$ cat src/sv/sva_pkg.sv
// Shared types, constants and the envelope step function for the voice allocator.
// Depends on nothing; the engine and the top level refer to it by scoped names.
package sva_pkg;

    localparam int VOICES_DEF = 8;
    localparam int QUEUE_DEPTH = 2;
    localparam int CFG_COUNT = 8;
    localparam int CFG_IW = 3;

    localparam logic [15:0] FULL_LEVEL = 16'd32768;
    localparam logic [15:0] QUIET_MAX = 16'd32;
    localparam logic [15:0] NEAR_FULL = 16'd32441;

    localparam logic [CFG_IW-1:0] CFG_AMP_ATTACK = 3'd0;
    localparam logic [CFG_IW-1:0] CFG_AMP_DECAY = 3'd1;
    localparam logic [CFG_IW-1:0] CFG_AMP_SUSTAIN = 3'd2;
    localparam logic [CFG_IW-1:0] CFG_AMP_RELEASE = 3'd3;
    localparam logic [CFG_IW-1:0] CFG_FILT_ATTACK = 3'd4;
    localparam logic [CFG_IW-1:0] CFG_FILT_DECAY = 3'd5;
    localparam logic [CFG_IW-1:0] CFG_FILT_SUSTAIN = 3'd6;
    localparam logic [CFG_IW-1:0] CFG_FILT_RELEASE = 3'd7;

    localparam logic [15:0] CFG_RESET [CFG_COUNT] =
        '{16'd328, 16'd33, 16'd22938, 16'd33, 16'd328, 16'd33, 16'd16384, 16'd33};

    typedef enum logic [1:0] {
        OP_NOTE_ON  = 2'd0,
        OP_NOTE_OFF = 2'd1,
        OP_ALL_OFF  = 2'd2,
        OP_TICK     = 2'd3
    } t_op;

    typedef enum logic [1:0] {
        ST_ATTACK  = 2'd0,
        ST_DECAY   = 2'd1,
        ST_SUSTAIN = 2'd2,
        ST_RELEASE = 2'd3
    } t_stage;

    typedef enum logic [1:0] {
        KIND_ASSIGN = 2'd0,
        KIND_TICK   = 2'd1,
        KIND_ACK    = 2'd2
    } t_kind;

    typedef struct packed {
        t_op        op;
        logic [6:0] note;
        logic [6:0] velocity;
    } t_in_item;

    typedef struct packed {
        t_kind       kind;
        logic [2:0]  voice;
        logic        active;
        logic [6:0]  voice_note;
        logic [6:0]  voice_velocity;
        logic [15:0] amp_level;
        logic [15:0] filter_level;
        t_stage      amp_stage;
        logic        last;
    } t_out_item;

    typedef struct packed {
        logic [15:0] level;
        t_stage      stage;
    } t_env;

    typedef struct packed {
        logic idle;
        logic res_push;
    } t_eng_stat;

    // One tick of a linear ADSR envelope.
    function automatic t_env env_step(t_env e, logic key, logic [15:0] att,
                                      logic [15:0] dec, logic [15:0] sus,
                                      logic [15:0] rel);
        logic [16:0] sum;
        t_env r;
        r = e;
        sum = {1'b0, e.level} + {1'b0, att};
        case (e.stage)
            ST_ATTACK: begin
                if (sum >= {1'b0, FULL_LEVEL}) begin
                    r.level = FULL_LEVEL;
                    r.stage = ST_DECAY;
                end else begin
                    r.level = sum[15:0];
                end
            end
            ST_DECAY: begin
                sum = {1'b0, dec} + {1'b0, sus};
                if ({1'b0, e.level} <= sum) begin
                    r.level = sus;
                    r.stage = ST_SUSTAIN;
                end else begin
                    r.level = e.level - dec;
                end
            end
            ST_SUSTAIN: begin
                if (!key) r.stage = ST_RELEASE;
            end
            default: begin
                r.level = (e.level <= rel) ? 16'd0 : e.level - rel;
            end
        endcase
        return r;
    endfunction

endpackage

$ cat src/sv/sva_fifo.sv
// Small first-in first-out queue of packed items.
// Depends on nothing beyond its type parameter.
module sva_fifo #(
    parameter type T = logic,
    parameter int DEPTH = 2
) (
    input  logic i_clk,
    input  logic i_rst_n,
    input  logic i_push,
    input  T     i_data,
    output logic o_full,
    input  logic i_pop,
    output T     o_data,
    output logic o_empty
);
    localparam int AW = (DEPTH > 1) ? $clog2(DEPTH) : 1;

    T r_mem [DEPTH];
    logic [AW-1:0] r_wr;
    logic [AW-1:0] r_rd;
    logic [AW:0] r_count;
    logic do_push;
    logic do_pop;

    assign o_full = (r_count == (AW+1)'(DEPTH));
    assign o_empty = (r_count == '0);
    assign o_data = r_mem[r_rd];
    assign do_push = i_push && !o_full;
    assign do_pop = i_pop && !o_empty;

    always_ff @(posedge i_clk) begin
        if (!i_rst_n) begin
            r_wr <= '0;
            r_rd <= '0;
            r_count <= '0;
        end else begin
            if (do_push) begin
                r_mem[r_wr] <= i_data;
                r_wr <= (r_wr == AW'(DEPTH-1)) ? '0 : r_wr + 1'b1;
            end
            if (do_pop) r_rd <= (r_rd == AW'(DEPTH-1)) ? '0 : r_rd + 1'b1;
            if (do_push && !do_pop) r_count <= r_count + 1'b1;
            else if (!do_push && do_pop) r_count <= r_count - 1'b1;
        end
    end
endmodule

$ cat src/sv/sva_engine.sv
// Back end of the voice allocator: voice slot state, configuration registers and
// the per-slot sequencer. Depends on sva_pkg.
module sva_engine #(
    parameter int VOICES = sva_pkg::VOICES_DEF
) (
    input  logic                    i_clk,
    input  logic                    i_rst_n,
    input  logic                    i_cfg_we,
    input  logic [sva_pkg::CFG_IW-1:0] i_cfg_idx,
    input  logic [15:0]             i_cfg_data,
    input  logic                    i_cmd_valid,
    input  sva_pkg::t_in_item       i_cmd,
    output logic                    o_cmd_take,
    output sva_pkg::t_out_item      o_res,
    input  logic                    i_res_full,
    output sva_pkg::t_eng_stat      o_stat
);
    localparam int IW = (VOICES > 1) ? $clog2(VOICES) : 1;

    typedef enum logic [1:0] {S_IDLE, S_SWEEP, S_SCAN, S_ASSIGN} t_state;

    t_state r_state;
    sva_pkg::t_in_item r_cmd;
    logic [IW-1:0] r_idx;
    logic [15:0] r_cfg [sva_pkg::CFG_COUNT];

    logic        r_on   [VOICES];
    logic [6:0]  r_note [VOICES];
    logic [6:0]  r_vel  [VOICES];
    logic [15:0] r_alvl [VOICES];
    sva_pkg::t_stage r_astg [VOICES];
    logic        r_akey [VOICES];
    logic [15:0] r_flvl [VOICES];
    sva_pkg::t_stage r_fstg [VOICES];
    logic        r_fkey [VOICES];

    logic r_same_found, r_free_found, r_quiet_found;
    logic [IW-1:0] r_free_idx, r_quiet_idx, r_rel_idx, r_min_idx;
    logic [15:0] r_rel_low, r_min_low;

    logic last_idx;
    logic c_on, n_on, n_akey, n_fkey, force_rel, match;
    sva_pkg::t_env c_a, c_f, n_a, n_f, t_a, t_f;
    sva_pkg::t_stage eff_stg;
    logic [IW-1:0] pick;
    logic [15:0] cfg_sat;

    assign last_idx = (r_idx == IW'(VOICES-1));
    assign cfg_sat = (i_cfg_data > sva_pkg::FULL_LEVEL) ? sva_pkg::FULL_LEVEL : i_cfg_data;

    always_comb begin
        c_on = r_on[r_idx];
        c_a = '{level: r_alvl[r_idx], stage: r_astg[r_idx]};
        c_f = '{level: r_flvl[r_idx], stage: r_fstg[r_idx]};
        t_a = sva_pkg::env_step(c_a, r_akey[r_idx], r_cfg[sva_pkg::CFG_AMP_ATTACK],
                  r_cfg[sva_pkg::CFG_AMP_DECAY], r_cfg[sva_pkg::CFG_AMP_SUSTAIN],
                  r_cfg[sva_pkg::CFG_AMP_RELEASE]);
        t_f = sva_pkg::env_step(c_f, r_fkey[r_idx], r_cfg[sva_pkg::CFG_FILT_ATTACK],
                  r_cfg[sva_pkg::CFG_FILT_DECAY], r_cfg[sva_pkg::CFG_FILT_SUSTAIN],
                  r_cfg[sva_pkg::CFG_FILT_RELEASE]);
        match = c_on && (r_cmd.op == sva_pkg::OP_ALL_OFF || r_note[r_idx] == r_cmd.note);
        n_on = c_on;
        n_a = c_a;
        n_f = c_f;
        n_akey = r_akey[r_idx];
        n_fkey = r_fkey[r_idx];
        if (r_cmd.op == sva_pkg::OP_TICK) begin
            if (c_on) begin
                n_a = t_a;
                n_f = t_f;
                n_on = !(t_a.level <= sva_pkg::QUIET_MAX && t_a.stage == sva_pkg::ST_RELEASE);
            end
        end else if (match) begin
            n_akey = 1'b0;
            n_fkey = 1'b0;
            if (c_a.stage == sva_pkg::ST_SUSTAIN) n_a.level = r_cfg[sva_pkg::CFG_AMP_SUSTAIN];
            if (c_f.stage == sva_pkg::ST_SUSTAIN) n_f.level = r_cfg[sva_pkg::CFG_FILT_SUSTAIN];
            n_a.stage = sva_pkg::ST_RELEASE;
            n_f.stage = sva_pkg::ST_RELEASE;
        end
        force_rel = c_on && (r_note[r_idx] == r_cmd.note) && !r_same_found;
        eff_stg = force_rel ? sva_pkg::ST_RELEASE : c_a.stage;
        if (r_free_found) pick = r_free_idx;
        else if (r_quiet_found) pick = r_quiet_idx;
        else if (r_rel_low >= sva_pkg::NEAR_FULL && r_min_low < r_rel_low) pick = r_min_idx;
        else pick = r_rel_idx;
    end

    always_comb begin
        o_res = '0;
        o_stat.res_push = 1'b0;
        o_stat.idle = (r_state == S_IDLE);
        if (r_state == S_SWEEP) begin
            o_stat.res_push = !i_res_full;
            o_res.kind = (r_cmd.op == sva_pkg::OP_TICK) ? sva_pkg::KIND_TICK
                                                         : sva_pkg::KIND_ACK;
            o_res.voice = 3'(r_idx);
            o_res.active = n_on;
            o_res.voice_note = r_note[r_idx];
            o_res.voice_velocity = r_vel[r_idx];
            o_res.amp_level = n_a.level;
            o_res.filter_level = n_f.level;
            o_res.amp_stage = n_a.stage;
            o_res.last = last_idx;
        end else if (r_state == S_ASSIGN) begin
            o_stat.res_push = !i_res_full;
            o_res.kind = sva_pkg::KIND_ASSIGN;
            o_res.voice = 3'(pick);
            o_res.active = 1'b1;
            o_res.voice_note = r_cmd.note;
            o_res.voice_velocity = r_cmd.velocity;
            o_res.amp_stage = sva_pkg::ST_ATTACK;
            o_res.last = 1'b1;
        end
    end

    assign o_cmd_take = (r_state == S_IDLE) && i_cmd_valid;

    always_ff @(posedge i_clk) begin
        if (!i_rst_n) begin
            r_state <= S_IDLE;
            r_idx <= '0;
            for (int i = 0; i < sva_pkg::CFG_COUNT; i++) r_cfg[i] <= sva_pkg::CFG_RESET[i];
            for (int v = 0; v < VOICES; v++) begin
                r_on[v] <= 1'b0;
                r_note[v] <= '0;
                r_vel[v] <= '0;
                r_alvl[v] <= '0;
                r_astg[v] <= sva_pkg::ST_ATTACK;
                r_akey[v] <= 1'b0;
                r_flvl[v] <= '0;
                r_fstg[v] <= sva_pkg::ST_ATTACK;
                r_fkey[v] <= 1'b0;
            end
        end else begin
            if (i_cfg_we) r_cfg[i_cfg_idx] <= cfg_sat;
            case (r_state)
                S_IDLE: begin
                    if (i_cmd_valid) begin
                        r_cmd <= i_cmd;
                        r_idx <= '0;
                        r_same_found <= 1'b0;
                        r_free_found <= 1'b0;
                        r_quiet_found <= 1'b0;
                        r_free_idx <= '0;
                        r_quiet_idx <= '0;
                        r_rel_idx <= '0;
                        r_min_idx <= '0;
                        r_rel_low <= sva_pkg::FULL_LEVEL;
                        r_min_low <= 16'hFFFF;
                        r_state <= (i_cmd.op == sva_pkg::OP_NOTE_ON) ? S_SCAN : S_SWEEP;
                    end
                end
                S_SWEEP: begin
                    if (!i_res_full) begin
                        r_on[r_idx] <= n_on;
                        r_alvl[r_idx] <= n_a.level;
                        r_astg[r_idx] <= n_a.stage;
                        r_akey[r_idx] <= n_akey;
                        r_flvl[r_idx] <= n_f.level;
                        r_fstg[r_idx] <= n_f.stage;
                        r_fkey[r_idx] <= n_fkey;
                        if (last_idx) r_state <= S_IDLE;
                        else r_idx <= r_idx + 1'b1;
                    end
                end
                S_SCAN: begin
                    if (force_rel) begin
                        r_same_found <= 1'b1;
                        r_akey[r_idx] <= 1'b0;
                        r_fkey[r_idx] <= 1'b0;
                        r_astg[r_idx] <= sva_pkg::ST_RELEASE;
                        r_fstg[r_idx] <= sva_pkg::ST_RELEASE;
                    end
                    if (!c_on && !r_free_found) begin
                        r_free_found <= 1'b1;
                        r_free_idx <= r_idx;
                    end
                    if (eff_stg == sva_pkg::ST_RELEASE && c_a.level <= sva_pkg::QUIET_MAX
                        && !r_quiet_found) begin
                        r_quiet_found <= 1'b1;
                        r_quiet_idx <= r_idx;
                    end
                    if (eff_stg == sva_pkg::ST_RELEASE && c_a.level < r_rel_low) begin
                        r_rel_low <= c_a.level;
                        r_rel_idx <= r_idx;
                    end
                    if (c_a.level < r_min_low) begin
                        r_min_low <= c_a.level;
                        r_min_idx <= r_idx;
                    end
                    if (last_idx) r_state <= S_ASSIGN;
                    else r_idx <= r_idx + 1'b1;
                end
                S_ASSIGN: begin
                    if (!i_res_full) begin
                        r_on[pick] <= 1'b1;
                        r_note[pick] <= r_cmd.note;
                        r_vel[pick] <= r_cmd.velocity;
                        r_alvl[pick] <= '0;
                        r_astg[pick] <= sva_pkg::ST_ATTACK;
                        r_akey[pick] <= 1'b1;
                        r_flvl[pick] <= '0;
                        r_fstg[pick] <= sva_pkg::ST_ATTACK;
                        r_fkey[pick] <= 1'b1;
                        r_state <= S_IDLE;
                    end
                end
                default: r_state <= S_IDLE;
            endcase
        end
    end
endmodule

$ cat src/sv/synth_voice_allocator_adsr_top.sv
// Top level of the polyphonic voice allocator with ADSR envelopes.
// Depends on sva_pkg, sva_fifo and sva_engine.

// The block manages VOICES voice slots, each with an amplitude and a filter envelope in
// unsigned Q1.15. Commands enter through a two-beat input queue (push/full) and results
// leave through a two-beat result queue (empty/pop), so either side may stall without
// stalling the other. The back-end sequencer visits one voice slot per cycle, though a
// sweep waits while the result queue is full: a tick, note-off or all-notes-off yields
// VOICES result beats, slots in order, the final one marked last; a note-on scans the
// slots, then assigns one and yields a single beat. Between commands the sequencer
// returns to idle to take the next command from the input queue. Configuration
// registers take effect at the write edge and may be written only while the block is
// idle; writes above 1.0 are saturated to 1.0.
module synth_voice_allocator_adsr_top #(
    parameter int VOICES = sva_pkg::VOICES_DEF
) (
    input  logic                       i_clk,
    input  logic                       i_rst_n,
    input  logic                       push,
    output logic                       full,
    input  sva_pkg::t_in_item          i_item,
    output logic                       empty,
    input  logic                       pop,
    output sva_pkg::t_out_item         o_result,
    input  logic                       i_cfg_we,
    input  logic [sva_pkg::CFG_IW-1:0] i_cfg_idx,
    input  logic [15:0]                i_cfg_data
);
    sva_pkg::t_in_item cmd;
    logic cmd_empty;
    logic cmd_take;
    sva_pkg::t_out_item res;
    logic res_full;
    sva_pkg::t_eng_stat stat;

    // Front end: command queue between the input side and the sequencer.
    sva_fifo #(.T(sva_pkg::t_in_item), .DEPTH(sva_pkg::QUEUE_DEPTH)) u_cmd_q (
        .i_clk(i_clk), .i_rst_n(i_rst_n),
        .i_push(push), .i_data(i_item), .o_full(full),
        .i_pop(cmd_take), .o_data(cmd), .o_empty(cmd_empty)
    );

    // Back end: slot state, configuration and the slot sequencer.
    sva_engine #(.VOICES(VOICES)) u_engine (
        .i_clk(i_clk), .i_rst_n(i_rst_n),
        .i_cfg_we(i_cfg_we), .i_cfg_idx(i_cfg_idx), .i_cfg_data(i_cfg_data),
        .i_cmd_valid(!cmd_empty), .i_cmd(cmd), .o_cmd_take(cmd_take),
        .o_res(res), .i_res_full(res_full), .o_stat(stat)
    );

    // Result queue: finished beats wait here while the consumer holds off.
    sva_fifo #(.T(sva_pkg::t_out_item), .DEPTH(sva_pkg::QUEUE_DEPTH)) u_res_q (
        .i_clk(i_clk), .i_rst_n(i_rst_n),
        .i_push(stat.res_push), .i_data(res), .o_full(res_full),
        .i_pop(pop), .o_data(o_result), .o_empty(empty)
    );

    // The sequencer must never offer a beat to a full result queue.
    a_no_push_full: assert property (@(posedge i_clk) disable iff (!i_rst_n)
        stat.res_push |-> !res_full) else $error("result pushed into full queue");

    // A waiting command is taken by an idle sequencer and makes it busy.
    a_take_busy: assert property (@(posedge i_clk) disable iff (!i_rst_n)
        (stat.idle && !cmd_empty) |=> !stat.idle) else $error("command not taken");

    // Commands are only taken while the sequencer is idle.
    a_take_idle: assert property (@(posedge i_clk) disable iff (!i_rst_n)
        cmd_take |-> stat.idle && !stat.res_push) else $error("command taken while busy");
endmodule
$ cat config.mk
export PLATFORM = sky130hd
export DESIGN_NAME = synth_voice_allocator_adsr_top
export DESIGN_NICKNAME = d
export VERILOG_FILES = /design/src/sv/sva_pkg.sv /design/src/sv/sva_fifo.sv /design/src/sv/sva_engine.sv /design/src/sv/synth_voice_allocator_adsr_top.sv
export SDC_FILE = /design/constraint.sdc
export NUM_CORES = 2
export LEC_CHECK = 0
export ABC_AREA = 1
export BUFFER_PORTS_ARGS = -buffer_cell sky130_fd_sc_hd__buf_2
export CAP_MARGIN = 10
export CORE_UTILIZATION = 35
export CTS_CLUSTER_SIZE = 25
export DETAILED_ROUTE_END_ITERATION = 7
export GPL_ROUTABILITY_DRIVEN = 1
export HOLD_SLACK_MARGIN = 0.06
export PLACE_DENSITY_LB_ADDON = 0.08
export SLEW_MARGIN = 20
export SYNTH_ARGS = -nofsm -noshare
export SYNTH_HDL_FRONTEND = slang
export SYNTH_SLANG_ARGS = --single-unit
$ cat constraint.sdc
create_clock -name i_clk -period 4.5 [get_ports i_clk]
set_clock_uncertainty 0.15 [all_clocks]
set_input_delay 0.675 -clock i_clk [delete_from_list [all_inputs] [get_ports i_clk]]
set_output_delay 0.675 -clock i_clk [all_outputs]
set_load 0.02 [all_outputs]
-- After elaboration in Yosys (flattened, before gate mapping)
Memories as Yosys holds them, arrays and structs flattened. A register that Yosys moved wholly into a read port is not among the register bits.
Cells that the tools add are included.
- flip-flop bits (word level): 76
- memory bits (writable): 694
- input port bits: 40
- output and inout bits: 57
- word-level logic and storage cells: 340
- memories kept: 12
- memory list (name ; depth ; bits a word ; rd ports ; clocked after memory_dff ; wr ports ; line ; source):
    u_engine.r_alvl ; 8 ; 16 ; 1 ; 1 ; 8 ; sva_engine.sv:30 ; logic [15:0] r_alvl [VOICES];
    u_engine.r_cfg ; 8 ; 16 ; 8 ; 0 ; 8 ; sva_engine.sv:25 ; logic [15:0] r_cfg [sva_pkg::CFG_COUNT];
    u_engine.r_flvl ; 8 ; 16 ; 1 ; 1 ; 8 ; sva_engine.sv:33 ; logic [15:0] r_flvl [VOICES];
    u_res_q.r_mem ; 2 ; 55 ; 1 ; 1 ; 1 ; sva_fifo.sv:18 ; T r_mem [DEPTH];
    u_engine.r_note ; 8 ; 7 ; 1 ; 1 ; 8 ; sva_engine.sv:28 ; logic [6:0] r_note [VOICES];
    u_engine.r_vel ; 8 ; 7 ; 1 ; 1 ; 8 ; sva_engine.sv:29 ; logic [6:0] r_vel [VOICES];
    +6 memories ; n/a ; n/a ; n/a ; n/a ; n/a ; n/a ;
- $add $sub $neg: 17
- $lt $le $gt $ge: 13
- eq/ne operators: 25
- muxes and demuxes: 181
- bitwise logic cells: 5
- reductions and logical operators: 67
- operators by type and width (cell ; number):
    2-to-1 mux 16 bit ; 18
    2-to-1 mux 3 bit ; 46
    2-to-1 mux 18 bit ; 7
    one-hot mux 16 bit (3 select lines) ; 2
    OR reduction 16 bit ; 5
    adder 16 x 16 -> 17 bit ; 4
    2-to-1 mux 1 bit ; 67
    one-hot mux 16 bit (2 select lines) ; 2
    subtractor 16 bit ; 4
    < comparator 16 bit ; 3
    2-to-1 mux 2 bit ; 24
    greater-or-equal comparator 17 x 16 -> 1 bit (second input constant) ; 2
    <= comparator 16 x 17 -> 1 bit ; 2
    <= comparator 16 bit ; 2
    <= comparator 16 x 6 -> 1 bit (second input constant) ; 2
    2-to-1 mux 32 bit ; 1
    one-hot mux 3 bit (2 select lines) ; 4
    equality test 2 bit (second input constant) ; 10
    2-to-1 mux 20 bit ; 1
    AND reduction 4 bit ; 5
    logical AND 1 bit ; 18
    greater-or-equal comparator 16 x 15 -> 1 bit (second input constant) ; 1
    > comparator 16 bit (second input constant) ; 1
    2-to-1 mux 7 bit ; 2
    other kinds (25) ; 75

-- Longest topological paths before layout
An unclocked memory read counts as a cell.
- depth in word-level cells: 12
- gate-level depth with buffers: 34
- gate-level depth less buffers: 33

-- Hierarchy
Synthesis repeated with hierarchy kept, for this count alone.
- cell total of the unflattened synthesis: 4552
- area total of the unflattened synthesis: 42996.2 um2
- by module, submodules not included (module ; instances ; cells an instance ; area each (um2) ; seq. area each (um2)):
    sva_engine ; 1 ; 4250 ; 37058.0 ; 18387.6
    sva_fifo (u_res_q) ; 1 ; 211 ; 4471.8 ; 3403.3
    sva_fifo (u_cmd_q) ; 1 ; 90 ; 1462.7 ; 1061.0
    synth_voice_allocator_adsr_top ; 1 ; 1 ; 3.8 ; 0.0

-- Worst setup path before layout
No wires, ideal clock.
- path kind: in2reg
- start: in i_rst_n
- end: mem u_res_q.r_mem[0][0] in the netlist's numbering, enable pin
- library setup time: 468 ps
- arrival time: 4033 ps
- data required time: 3882 ps
- path slack: -152 ps
- stages: 5
- path buffers: 1
- cell sequence: clkbuf_1 > clkinv_1 > nor2_1 > clkinv_1 > nor2_1
- longest elaborated chain between the ends: 2
- ends and longest elaborated chain (item ; line ; source):
    start: declaration ; synth_voice_allocator_adsr_top.sv:18 ; input logic i_rst_n,
    2-to-1 mux 1 bit ; sva_fifo.sv:32 ; if (!i_rst_n) begin
    2-to-1 mux 1 bit (implied by the code) ; sva_fifo.sv:38 ; r_mem[r_wr] <= i_data;
    end: declaration ; sva_fifo.sv:18 ;
Every way passes these cells.

==> impl_metrics.toml <==
[status]
run_status = "finished, violations left"
violations = "negative setup slack"

[setup_path]
cp-start-kind = "flop"
cp_max_fo = 8
crit_required_ns = 4.79
arrival_ns = 4.93
critPathCaptureType = "flop"
critical_path_class = "reg -> reg"

[power]
p_total_w = 0.0384
pwr-share-clk_pct = 18.7
switching_share_pct = 43.6
p_seq_share_pct = 23.6
leakage_nw = 22.5
power_frac_comb_pct = 57.7
p_per_area_nw_per_um2 = 711
switchingPower_w = 0.0167
peakVddDrop_v = 0.000361
p_int_w = 0.0216

[finish]
seq_area_um2 = 22900
multi_input_area_um2 = 18100
syn_to_final_growth_pct = 27.7
final_cells = 6914
drive_gt1_share_pct = 23.3
fin_nets = 5487
fillers = 11700

[drt]
wl_per_cell_um = 22.4
drtIter0Drc = 2626
drt_pre_antenna_iters = 6
routed_wl_um = 155000
final_antenna_net_count = 0
viasPerCell = 5.11
vias = 35400
drc = 0

[logic_synthesis]
yosysWarnings = 0
synth_edf_count = 733
ys_ff_latch = 775
synthesis.area_um2 = 42300
synthDistinctLibCells = 51
synth_top_area_share_pct = 52.1
synth_commonest_cells = "932 x nor2_1, 733 x edfxtp_1, 705 x nand2_1"
yosys-top-cells-area = "edfxtp_1 52%, nor2_1 8.3%, nand2_1 6.3%"
synth_top_area_cell = "edfxtp_1"
synth_cells = 4538
ys.flop_type = "edfxtp_1"
synth-async-reset-ratio_pct = 0
ys_seq_area_share_pct = 54.1
synth_area_per_cell_um2 = 9.31
synthMostInstantiatedCell = "nor2_1"
syn_nets = 4797

[place]
globalplace.congestion = 0.910
dp_cells = 6674
place_hpwl_um = 111000
numPortBuffers = 96

[sta]
rsz0062_at_grt = "true"
hold_viol = 0
fin_ws_ns = -0.135
worst_slew_pin_slew_ns = 1.19
min_period_over_period_pct = 103
maxSlewViolCount = 0
setup_viol = 137
slew_headroom_pct = 19.6
min_period_ns = 4.63
timing.hold.ws_ns = 0.248
fmax_ghz = 0.216

[die]
row_count = 127
die-area_um2 = 122000
die_h_um = 349
start_util_pct = 35.3
coreArea_um2 = 120000
pin_count = 97
fp.dieW_um = 349

[hold_path]
hp-class = "in -> reg"

[grt]
antenna_found_initial = 6
globalRouteOverflowTotal = 0
grt_pass1_vias = 34400
grt_pass1_wl_um = 227000
grt_util_all_layers_pct = 25.2
grt_max_degree = 57

[cts]
clkSlewWorstSetupHoldPaths_ns = 0.06
clock_latency_ns = 0.73
htreeDepth = 3
cts_made_buffers = 91
cts_tree = "built"
cts_root_buffer = "clkbuf_16"
cts_sinks = 775
clock_path_buffers = 3

[flow_run]
maxCapViolations = 0
-- registers in the layout, indices dropped and copies added (netlist names), 32 cells and up, named ones only --
signal / cells
u_engine.r_cfg: 128
u_engine.r_alvl: 128
u_engine.r_flvl: 128
u_engine.r_vel: 56
u_res_q.r_mem: 110
u_cmd_q.r_mem: 32
u_engine.r_note: 56
-- power groups by stage --
stage | Clock (W) | Combinational [W] | Sequential, W
CTS | 0.00728 | 0.0213 | 0.00907
global route | 0.00755 | 0.0240 | 0.00913
finish | 0.00716 | 0.0221 | 0.00907
detailed placement | 0 | 0.0204 | 0.00922
global placement | 0 | 0.0204 | 0.00921
floorplan | 0 | 0.0103 | 0.00905
-- path summary, 6_finish.rpt --
check / from / end / slack, ns / depth (start not counted)
max reg2reg: u_engine.r_cfg[6][2]$_SDFFCE_PN0P_ / u_engine.r_flvl[4][10]$_SDFFCE_PN0P_ / -0.13 / 27
min: push / u_cmd_q.r_wr$_SDFFE_PN0P_ / 0.25 / 4
max: u_engine.r_cfg[6][2]$_SDFFCE_PN0P_ / u_engine.r_flvl[4][10]$_SDFFCE_PN0P_ / -0.13 / 27
min reg2reg: u_cmd_q.r_wr$_SDFFE_PN0P_ / u_cmd_q.r_wr$_SDFFE_PN0P_ / 0.32 / 2
-- cells in the final DEF (no fill, tap or decap), types with 14 or more instances in the layout --
master / Yosys / layout
nand3_2: 14 / 34
o22ai_1: 92 / 92
buf_12: 0 / 50
o21ai_2: 1 / 15
buf_4: 19 / 569
o211ai_1: 56 / 56
nor2_4: 4 / 19
buf_6: 4 / 36
a21oi_2: 0 / 23
nand4_1: 50 / 50
o221ai_1: 17 / 17
nand2_2: 4 / 66
nor2_2: 0 / 30
clkbuf_16: 0 / 92
mux2_2: 69 / 69
edfxtp_1: 733 / 733
xor2_1: 62 / 60
inv_1: 382 / 373
o21bai_1: 14 / 14
o21ai_1: 84 / 85
nand2_1: 705 / 626
clkinv_1: 21 / 38
dfxtp_1: 42 / 39
nor3_1: 26 / 21
nor2_1: 932 / 887
a21oi_1: 241 / 213
buf_2: 30 / 97
xnor2_1: 33 / 32
nand3_1: 146 / 121
clkbuf_1: 122 / 29
ha_1: 211 / 203
o21ai_0: 307 / 290
inv_2: 14 / 17
dlygate4sd3_1: 0 / 16
nand2_4: 1 / 17
-- routing by layer --
| metal | up-vias | global-route usage [%] | wire length [um] |
|---|---|---|---|
| met2 | 879 | 40.5 | 71300 |
| met4 | 0 | 6.87 | 3680 |
| met5 | - | 0 | 0 |
| met3 | 193 | 3.06 | 7770 |
| li1 | 17000 | - | - |
| met1 | 17300 | 35.6 | 72100 |
-- kinds of logic after synthesis --
family | after synthesis | share of synthesized area (%)
AOI/OAI and AO/OA | 875 | 11.6
xor gates and xnor gates | 95 | 1.97
adders and majority gates | 219 | 6.63
buffers and inverters | 599 | 5.65
DFF | 775 | 54.1
muxes | 69 | 1.84
and+or+nand+nor | 1906 | 18.2
-- worst max-delay path, stage by stage (launching register included) --
cell,delay [ns]
edfxtp_1,0.44
ha_4,0.33
nand3_2,0.09
nand2_2,0.08
nand4_1,0.10
o211ai_1,0.14
a21oi_1,0.10
o21bai_1,0.21
a21oi_1,0.10
o21bai_1,0.19
buf_4,0.15
xor2_1,0.16
ha_1,0.25
nand2_1,0.08
nor2_1,0.06
buf_4,0.14
a311oi_4,0.30
buf_4,0.17
nand3_4,0.09
buf_12,0.16
buf_16,0.13
o211ai_1,0.16
nand3_1,0.12
nand2_2,0.11
nand2_4,0.09
nand2_2,0.09
buf_6,0.14
nor2_1,0.04
-- final cells by class --
class	instances	share of cell area, %
timing repair buffer	779	12.2
clock buffer	125	4.55
tap	1612	3.74
multi-input combinational	3164	33.5
sequential	775	42.4
clock inverter	41	0.710
inverter	417	2.94
antenna	1	0.00464
-- per-stage QoR --
step	util, %	setup TNS, ns	worst slack, ns	cell area [um2]
after floorplan	-	-16.68	-0.152	42300
after global placement	41.1	-58.27	-0.423	49200
after detailed placement	41.1	-75.08	-0.448	49200
after CTS	44.4	-4.62	-0.105	53200
after global routing	45.0	-64.67	-0.349	54000
final	45.0	-8.08	-0.135	54000
-- timing repair --
action | in CTS | in global routing
hold buffers | 16 | 0
gates resized for setup | 176 | 154
gates cloned | 6 | 1
setup endpoints to repair | 342 | 366
pin swaps | 75 | 63
hold endpoints to repair | 32 | 0
setup buffers | 34 | 21
Note: power is estimated with default switching activity, not from simulation.
